## config.mk

```make
export PLATFORM = sky130hd
export DESIGN_NAME = serial_line_editor_flat
export DESIGN_NICKNAME = d
export VERILOG_FILES = /design/src/hw/rtl/sle_pkg.sv /design/src/hw/rtl/sle_rx_if.sv /design/src/hw/rtl/sle_result_if.sv /design/src/hw/rtl/serial_line_editor.sv /design/src/hw/rtl/sle_front.sv /design/src/hw/rtl/sle_cmd_fifo.sv /design/src/hw/rtl/sle_back.sv /design/src/flat_wrapper.sv
export SDC_FILE = /design/constraint.sdc
export NUM_CORES = 1
export LEC_CHECK = 0
export BUFFER_PORTS_ARGS = -buffer_cell sky130_fd_sc_hd__buf_2
export CAP_MARGIN = 5
export CORE_MARGIN = 2
export CORE_UTILIZATION = 50
export CTS_CLUSTER_SIZE = 14
export DETAILED_ROUTE_END_ITERATION = 12
export PLACE_DENSITY = 0.66
export SYNTH_ARGS = -nofsm -noshare
export SYNTH_HDL_FRONTEND = slang
export SYNTH_HIERARCHICAL = 1
export SYNTH_SLANG_ARGS = --single-unit
```

## constraint.sdc

```tcl
create_clock -name clk -period 2.9 [get_ports clk]
set_input_delay 0.145 -clock clk [delete_from_list [all_inputs] [get_ports clk]]
set_output_delay 0.145 -clock clk [all_outputs]
set_load 0.005 [all_outputs]
```

## src/hw/rtl/sle_pkg.sv

```systemverilog
// Types and constants of the serial line editor.
// No dependencies; used by all modules.
package sle_pkg;

  localparam int LEN_W = 6;  // line length, holds 0..63

  localparam logic [7:0] CH_CR   = 8'h0D;
  localparam logic [7:0] CH_BS   = 8'h08;
  localparam logic [7:0] CH_BELL = 8'h07;
  localparam logic [7:0] CH_NUL  = 8'h00;

  localparam logic [1:0] KIND_ECHO = 2'd0;
  localparam logic [1:0] KIND_BELL = 2'd1;
  localparam logic [1:0] KIND_LINE = 2'd2;
  localparam logic [1:0] KIND_END  = 2'd3;

  localparam int CMDQ_DEPTH = 2;
  localparam int CMDQ_PTR_W = $clog2(CMDQ_DEPTH);
  localparam int CMDQ_CNT_W = $clog2(CMDQ_DEPTH + 1);

  typedef enum logic [1:0] {
    OP_STORE = 2'd0,  // echo and append at index len
    OP_DROP  = 2'd1,  // backspace on a non-empty line
    OP_BELL  = 2'd2,  // refused byte
    OP_LINE  = 2'd3   // carriage return, replay len bytes
  } op_t;

  typedef struct packed {
    op_t              op;
    logic [7:0]       data;
    logic [LEN_W-1:0] len;
  } cmd_t;

endpackage

```

## src/hw/rtl/sle_rx_if.sv

```systemverilog
// Received byte channel: valid/ready plus the rx_byte payload.
// Depends on nothing.
interface sle_rx_if;
  logic       valid;
  logic       ready;
  logic [7:0] rx_byte;

  modport source (output valid, output rx_byte, input ready);
  modport sink (input valid, input rx_byte, output ready);
endinterface

```

## src/hw/rtl/sle_result_if.sv

```systemverilog
// Result channel: valid/ready plus kind, byte and last flag.
// Depends on nothing.
interface sle_result_if;
  logic       valid;
  logic       ready;
  logic [1:0] result_kind;
  logic [7:0] data_byte;
  logic       last;

  modport source (output valid, output result_kind, output data_byte, output last,
                  input ready);
  modport sink (input valid, input result_kind, input data_byte, input last,
                output ready);
endinterface

```

## src/hw/rtl/serial_line_editor.sv

```systemverilog
// Top level of the serial line editor: front end, command queue, back end.
// Depends on sle_pkg, sle_rx_if, sle_result_if, sle_front, sle_cmd_fifo, sle_back.
//
//   channel   dir  payload                              per transfer
//   rx        in   rx_byte[7:0]                         one received byte
//   tx        out  result_kind[1:0] data_byte[7:0] last one result item
//   cfg       in   cfg_we, cfg_wdata (echo_enable)      register write
//
// The front end takes one byte a cycle while the two-entry command queue has room.
// The back end takes one edit command at a time from the queue; a carriage return
// echoes the CR if echo is on, then reads each stored byte from the store and puts it
// in the result register, then emits the end marker before the next command is taken.
// Reset empties the line and the queue and sets echo on; no clearing pass.
// A stalled tx holds the back end; the queue then fills and rx.ready drops.
module serial_line_editor #(
  parameter int LINE_DEPTH = 32
) (
  input  logic         clk,
  input  logic         rst,
  sle_rx_if.sink       rx,
  sle_result_if.source tx,
  input  logic         cfg_we,
  input  logic         cfg_wdata
);

  logic          echo_en;
  logic          q_push;
  logic          q_pop;
  logic          q_full;
  logic          q_empty;
  sle_pkg::cmd_t cmd_in;
  sle_pkg::cmd_t cmd_out;

  always_ff @(posedge clk) begin
    if (rst) begin
      echo_en <= 1'b1;
    end else if (cfg_we) begin
      echo_en <= cfg_wdata;
    end
  end

  sle_front #(.LINE_DEPTH(LINE_DEPTH)) u_front (
    .clk    (clk),
    .rst    (rst),
    .rx     (rx),
    .q_full (q_full),
    .q_push (q_push),
    .q_cmd  (cmd_in)
  );

  sle_cmd_fifo u_queue (
    .clk     (clk),
    .rst     (rst),
    .push    (q_push),
    .cmd_in  (cmd_in),
    .full    (q_full),
    .pop     (q_pop),
    .cmd_out (cmd_out),
    .empty   (q_empty)
  );

  sle_back #(.LINE_DEPTH(LINE_DEPTH)) u_back (
    .clk     (clk),
    .rst     (rst),
    .echo_en (echo_en),
    .q_empty (q_empty),
    .q_pop   (q_pop),
    .q_cmd   (cmd_out),
    .tx      (tx)
  );

endmodule

```

## src/hw/rtl/sle_front.sv

```systemverilog
// Front end: takes received bytes, tracks the line length, issues commands.
// Depends on sle_pkg and sle_rx_if.
module sle_front #(
  parameter int LINE_DEPTH = 32
) (
  input  logic          clk,
  input  logic          rst,
  sle_rx_if.sink        rx,
  input  logic          q_full,
  output logic          q_push,
  output sle_pkg::cmd_t q_cmd
);

  logic [sle_pkg::LEN_W-1:0] len;
  logic [sle_pkg::LEN_W-1:0] len_next;

  assign rx.ready = !q_full;
  assign q_push   = rx.valid && !q_full;

  always_comb begin
    q_cmd.data = rx.rx_byte;
    q_cmd.len  = len;
    q_cmd.op   = sle_pkg::OP_STORE;
    len_next   = len;
    if (rx.rx_byte == sle_pkg::CH_CR) begin
      q_cmd.op = sle_pkg::OP_LINE;
      len_next = '0;
    end else if (rx.rx_byte == sle_pkg::CH_BS) begin
      if (len != '0) begin
        q_cmd.op = sle_pkg::OP_DROP;
        len_next = len - 1'b1;
      end else begin
        q_cmd.op = sle_pkg::OP_BELL;
      end
    end else if (len == sle_pkg::LEN_W'(LINE_DEPTH)) begin
      q_cmd.op = sle_pkg::OP_BELL;
    end else begin
      len_next = len + 1'b1;
    end
  end

  always_ff @(posedge clk) begin
    if (rst) begin
      len <= '0;
    end else if (q_push) begin
      len <= len_next;
    end
  end

endmodule

```

## src/hw/rtl/sle_cmd_fifo.sv

```systemverilog
// Short command queue between front and back end.
// Depends on sle_pkg.
module sle_cmd_fifo (
  input  logic          clk,
  input  logic          rst,
  input  logic          push,
  input  sle_pkg::cmd_t cmd_in,
  output logic          full,
  input  logic          pop,
  output sle_pkg::cmd_t cmd_out,
  output logic          empty
);

  sle_pkg::cmd_t                  entries [sle_pkg::CMDQ_DEPTH];
  logic [sle_pkg::CMDQ_PTR_W-1:0] wr_ptr;
  logic [sle_pkg::CMDQ_PTR_W-1:0] rd_ptr;
  logic [sle_pkg::CMDQ_CNT_W-1:0] count;

  assign full    = count == sle_pkg::CMDQ_CNT_W'(sle_pkg::CMDQ_DEPTH);
  assign empty   = count == '0;
  assign cmd_out = entries[rd_ptr];

  always_ff @(posedge clk) begin
    if (push) begin
      entries[wr_ptr] <= cmd_in;
    end
  end

  always_ff @(posedge clk) begin
    if (rst) begin
      wr_ptr <= '0;
      rd_ptr <= '0;
      count  <= '0;
    end else begin
      if (push) begin
        wr_ptr <= (wr_ptr == sle_pkg::CMDQ_PTR_W'(sle_pkg::CMDQ_DEPTH - 1)) ? '0
                                                                          : wr_ptr + 1'b1;
      end
      if (pop) begin
        rd_ptr <= (rd_ptr == sle_pkg::CMDQ_PTR_W'(sle_pkg::CMDQ_DEPTH - 1)) ? '0
                                                                          : rd_ptr + 1'b1;
      end
      if (push && !pop) begin
        count <= count + 1'b1;
      end else if (pop && !push) begin
        count <= count - 1'b1;
      end
    end
  end

endmodule

```

## src/hw/rtl/sle_back.sv

```systemverilog
// Back end: executes commands, owns the line store, drives the result register.
// Depends on sle_pkg and sle_result_if.
module sle_back #(
  parameter int LINE_DEPTH = 32
) (
  input  logic          clk,
  input  logic          rst,
  input  logic          echo_en,
  input  logic          q_empty,
  output logic          q_pop,
  input  sle_pkg::cmd_t q_cmd,
  sle_result_if.source  tx
);

  localparam int IdxW = (LINE_DEPTH > 1) ? $clog2(LINE_DEPTH) : 1;

  typedef enum logic [3:0] {
    S_IDLE = 4'b0001,
    S_RD   = 4'b0010,
    S_EMIT = 4'b0100,
    S_END  = 4'b1000
  } state_t;

  state_t state;
  state_t state_next;

  logic [7:0]                line_store [LINE_DEPTH];
  logic [7:0]                rd_data;
  logic [IdxW-1:0]           ptr;
  logic [sle_pkg::LEN_W-1:0] ptr_inc;
  logic [sle_pkg::LEN_W-1:0] cnt;

  logic       slot_free;
  logic       mem_we;
  logic       emit;
  logic [1:0] emit_kind;
  logic [7:0] emit_data;
  logic       emit_last;

  logic       tx_valid;
  logic [1:0] tx_kind;
  logic [7:0] tx_data;
  logic       tx_last;

  assign slot_free = !tx_valid || tx.ready;
  assign q_pop     = (state == S_IDLE) && !q_empty && slot_free;
  assign ptr_inc   = sle_pkg::LEN_W'(ptr) + 1'b1;

  always_comb begin
    state_next = state;
    mem_we     = 1'b0;
    emit       = 1'b0;
    emit_kind  = sle_pkg::KIND_ECHO;
    emit_data  = q_cmd.data;
    emit_last  = 1'b1;
    unique case (state)
      S_IDLE: begin
        if (q_pop) begin
          unique case (q_cmd.op)
            sle_pkg::OP_STORE: begin
              mem_we = 1'b1;
              emit   = echo_en;
            end
            sle_pkg::OP_DROP: begin
              emit = echo_en;
            end
            sle_pkg::OP_BELL: begin
              emit      = echo_en;
              emit_kind = sle_pkg::KIND_BELL;
              emit_data = sle_pkg::CH_BELL;
            end
            sle_pkg::OP_LINE: begin
              // CR echo; line bytes and end marker follow
              emit       = echo_en;
              emit_last  = 1'b0;
              state_next = (q_cmd.len == '0) ? S_END : S_RD;
            end
          endcase
        end
      end
      S_RD: begin
        state_next = S_EMIT;
      end
      S_EMIT: begin
        if (slot_free) begin
          emit       = 1'b1;
          emit_kind  = sle_pkg::KIND_LINE;
          emit_data  = rd_data;
          emit_last  = 1'b0;
          state_next = (ptr_inc == cnt) ? S_END : S_RD;
        end
      end
      S_END: begin
        if (slot_free) begin
          emit       = 1'b1;
          emit_kind  = sle_pkg::KIND_END;
          emit_data  = sle_pkg::CH_NUL;
          state_next = S_IDLE;
        end
      end
      default: begin
        state_next = S_IDLE;
      end
    endcase
  end

  always_ff @(posedge clk) begin
    if (rst) begin
      state <= S_IDLE;
    end else begin
      state <= state_next;
    end
  end

  // Store is written only for appends, which never reach index LINE_DEPTH.
  always_ff @(posedge clk) begin
    if (mem_we) begin
      line_store[IdxW'(q_cmd.len)] <= q_cmd.data;
    end
    if (state == S_RD) begin
      rd_data <= line_store[ptr];
    end
  end

  always_ff @(posedge clk) begin
    if (q_pop && q_cmd.op == sle_pkg::OP_LINE) begin
      ptr <= '0;
      cnt <= q_cmd.len;
    end else if (state == S_EMIT && slot_free) begin
      ptr <= IdxW'(ptr_inc);
    end
  end

  always_ff @(posedge clk) begin
    if (rst) begin
      tx_valid <= 1'b0;
    end else if (emit) begin
      tx_valid <= 1'b1;
    end else if (tx.ready) begin
      tx_valid <= 1'b0;
    end
  end

  always_ff @(posedge clk) begin
    if (emit) begin
      tx_kind <= emit_kind;
      tx_data <= emit_data;
      tx_last <= emit_last;
    end
  end

  assign tx.valid       = tx_valid;
  assign tx.result_kind = tx_kind;
  assign tx.data_byte   = tx_data;
  assign tx.last        = tx_last;

endmodule

```

## src/flat_wrapper.sv

```systemverilog
// flat-port wrapper written by rule: the top's interface ports become plain ports
module serial_line_editor_flat 
#(
  parameter int LINE_DEPTH = 32
)
  (clk, rst, cfg_we, cfg_wdata, rx_valid, rx_rx_byte, rx_ready, tx_valid, tx_result_kind, tx_data_byte, tx_last, tx_ready);
  sle_rx_if rx_i ();
  sle_result_if tx_i ();
  input  logic clk;
  input  logic rst;
  input  logic cfg_we;
  input  logic cfg_wdata;
  input wire logic [$bits(rx_i.valid)-1:0] rx_valid;
  input wire logic [$bits(rx_i.rx_byte)-1:0] rx_rx_byte;
  output wire logic [$bits(rx_i.ready)-1:0] rx_ready;
  output wire logic [$bits(tx_i.valid)-1:0] tx_valid;
  output wire logic [$bits(tx_i.result_kind)-1:0] tx_result_kind;
  output wire logic [$bits(tx_i.data_byte)-1:0] tx_data_byte;
  output wire logic [$bits(tx_i.last)-1:0] tx_last;
  input wire logic [$bits(tx_i.ready)-1:0] tx_ready;
  assign rx_i.valid = rx_valid;
  assign rx_i.rx_byte = rx_rx_byte;
  assign rx_ready = rx_i.ready;
  assign tx_valid = tx_i.valid;
  assign tx_result_kind = tx_i.result_kind;
  assign tx_data_byte = tx_i.data_byte;
  assign tx_last = tx_i.last;
  assign tx_i.ready = tx_ready;
  serial_line_editor #(.LINE_DEPTH(LINE_DEPTH)) u_core (.clk(clk), .rst(rst), .rx(rx_i), .tx(tx_i), .cfg_we(cfg_we), .cfg_wdata(cfg_wdata));
endmodule
```

==> run summary <==
Syn Area/Cell - 18.8 sq um
Post-Layout Inst Area - 15500 sq um
Startpoint types - flip-flop
Cell Area, Synth - 13700 sq um
1st-pass router iterations - 5
Required @ worst endpoint - 3.10 ns
Fin. Hold Viols - 0
Class of the tightest hold or removal check - in -> reg
Row count - 60
Synth Net Count - 745
Ant diodes - 0
Design Power - 0.0119 W
Lkg Pwr - 5.01 nW
Die height - 169 microns
Vias in the first global route - 7158
Fin nets - 824
PwrDens - 767 nW/um^2
CTS tree - yes
Crit end category - flip-flop
Main flop type after synthesis - edfxtp_1
Clock Tree Buf Depth - 3
Max incr delay on CP - 0.50 ns
Seq cells post-synth - 335
Ports - 27
Final setup TNS - 0 ns
Vias/cell - 6.00
CP Buf/Inv Count - 1
CTS root buf - clkbuf_16
Synth cell types - 63
RSZ-0062 raised after global routing - no
Maxcap violations - 0
DIE AREA - 28600 sq um
Core area - 26900 sq um
Hold wc startpoint - rst
Overflow after GRT - 0
Crit path DAT - 2.83 ns
Clk Latency, worst-skew pair - 0.51 ns
Hpwl dp - 18500 microns
Syn Inst Count - 726
Routability Congestion - 0.819
Largest net degree at the start of global routing - 35
Crit-path slowest cell - dfxtp_1
Met2 WL post-DR - 14000 microns
Final ANT Viol Nets - 0
Yosys top cell area share - 0.688
First-pass GRT wire length - 43700 microns
DR DRC count - 0
Most frequent cells in the layout - edfxtp_1 (313), mux4_2 (80), nor2_1 (60), buf_4 (47), clkbuf_16 (37)
GRT Overall Usage - 0.207
Commonest non-fill, non-tap cell in the layout - edfxtp_1
PortBufs - 26
Initial DRC Count - 836
Measured slew at the worst slew-check pin - 0.832 ns
Leading area contributor after synthesis - edfxtp_1
Worst-path fanout max - 10
RR Endpoint - u_core/u_back/line_store[30][7]$_DFFE_PP_
Vias - 7017
Top delay family on crit path - simple AND/OR/NAND/NOR gates
Hold endpoint - u_core/u_queue/rd_ptr$_SDFFE_PP0P_
WL met1 - 12300 microns
Setup-failing EPs final - 0
P&R area growth vs syn - 13.9%
Final Max Tran Viols - 0
Max-slew headroom - 0.441
CTS H-Tree Depth - 2
TritonCTS Sinks - 335
Inserted Clock Buffers - 35
Max IR drop VDD - 771 uV
Worst r2r src - u_core/u_back/state[0]$_SDFFE_PP1P_
Max Used Layer - met4
Yosys warning count - 6
Post-CTS setup buffers - 0
Die width - 169 microns
Clock Skew - 0.0236 ns
Register area share after synthesis - 0.721
Initial Util - 0.508
Crit-path cells - or4b_1 -> or2_1 -> nor4b_4 -> nand4_1 -> nor2_1 -> buf_4
Layout cells sized above 1 - 0.299
DP Area - 14400 sq um
CTS resizes - 0
Period Utilization, post-route - 0.906
WL final - 28700 microns
Largest cells by area after synthesis - edfxtp_1 (69%), mux4_2 (13%), dfxtp_1 (3.2%)
Worst hold path stage count - 2
Final min period - 2.63 ns
R2R cell count - 6
DR WL/cell - 24.6 microns
Post-synth EDFFs - 313
Hold_buf cts - 9
Routed wl met3 - 1950 microns
Outcome - completed
Ys async rst share - 0
Reg clk slew, reported paths - 0.06 ns
Initial antenna violation count - 0
R2r setup slk - 0.27 ns
CP Class - reg -> reg
Max Fclk - 0.380 GHz
metrics by stage:
stage	utilization	setup WS (ns)	std cells	hold slack, ns
floorplan	-	0.294	726	0.214
global placement	0.535	0.325	1100	0.347
detailed placement	0.535	0.323	1100	0.360
CTS	0.578	0.302	1170	0.00555
finish	0.578	0.271	1170	0.0291
global route	0.578	0.103	1170	0.0231
state kept, by name, summed over array words and instances (netlist names), 2 cells and up, named ones only:
name and flops:
u_core/u_back/ptr 5, u_core/u_back/tx.data_byte 8, u_core/u_back/rd_data 8, u_core/u_back/state 4
u_core/u_front/len 6, u_core/u_back/tx.result_kind 2, u_core/u_back/cnt 6, u_core/u_queue/entries 32
u_core/u_back/line_store 256, u_core/u_queue/count 2
worst reg2reg max path, stage by stage, from the launching register on:
cell and delay, ns:
dfxtp_1 0.50, or4b_1 0.49, or2_1 0.30, nor4b_4 0.42, nand4_1 0.26, nor2_1 0.17
buf_4 0.19
where the power goes:
| group | total [W] | switching (W) | internal [W] | leakage (nW) |
|---|---|---|---|---|
| sequential | 0.00608 | 0.000128 | 0.00595 | 3.01 |
| clock | 0.00415 | 0.00171 | 0.00244 | 0.525 |
| combinational | 0.00171 | 0.00118 | 0.000526 | 1.47 |
| total | 0.0119 | 0.00302 | 0.00891 | 5.01 |
how the worst max path moves through the flow:
stage	from	endpoint	slack, ns	depth (start not counted)
after floorplan	u_core/u_back/state[3]$_SDFFE_PP0P_	u_core/u_back/line_store[28][0]$_DFFE_PP_	0.29	7
after global placement	u_core/u_back/state[3]$_SDFFE_PP0P_	u_core/u_back/line_store[21][6]$_DFFE_PP_	0.32	6
after detailed placement	u_core/u_back/state[0]$_SDFFE_PP1P_	u_core/u_back/line_store[19][5]$_DFFE_PP_	0.32	7
after CTS	u_core/u_back/state[0]$_SDFFE_PP1P_	u_core/u_back/line_store[19][6]$_DFFE_PP_	0.30	7
after global routing	u_core/u_back/state[0]$_SDFFE_PP1P_	u_core/u_back/line_store[31][1]$_DFFE_PP_	0.10	6
final	u_core/u_back/state[0]$_SDFFE_PP1P_	u_core/u_back/line_store[30][7]$_DFFE_PP_	0.27	6
cells in the mapped netlist (3+ instances only):
master and count:
a21oi_1 10, a22o_1 5, a31oi_1 4, buf_1 6
buf_2 13, buf_4 9, buf_6 4, clkbuf_1 11
dfxtp_1 22, edfxtp_1 313, ha_1 5, inv_1 13
mux2_2 24, mux4_2 80, nand2_1 27, nand2b_1 8
nand3_1 10, nand4_1 3, nor2_1 60, nor2b_1 7
nor3_1 6, nor4b_4 3, o211ai_1 3, o21ai_0 10
or2_2 3, xnor2_1 11, xor2_1 8
cell families after synthesis:
logic type | Yosys count | share of synthesized area
adder cells (fa/ha/maj) | 5 | 0.00458
multiplexers | 106 | 0.153
AO/OA/AOI/OAI | 56 | 0.0296
buffers and inverters | 56 | 0.0213
XOR/XNOR | 19 | 0.0122
AND/OR/NAND/NOR | 149 | 0.0586
flip-flops | 335 | 0.721
layer usage:
layer	GRT usage	vias up
met2	0.339	265
met4	0.0520	0
li1	-	3055
met1	0.293	3658
met5	0	-
met3	0.0350	39
layout make-up:
type | count | area, sq um
Timing Repair Buffer | 85 | 633
Clock buffer | 45 | 966
Tap cell | 341 | 427
Inverter | 13 | 48.8
Multi-Input combinational cell | 335 | 3520
Fill cell | 1972 | 11300
Clock inverter | 16 | 103
Sequential cell | 335 | 9840
Note: power is estimated with default switching activity, not from simulation.
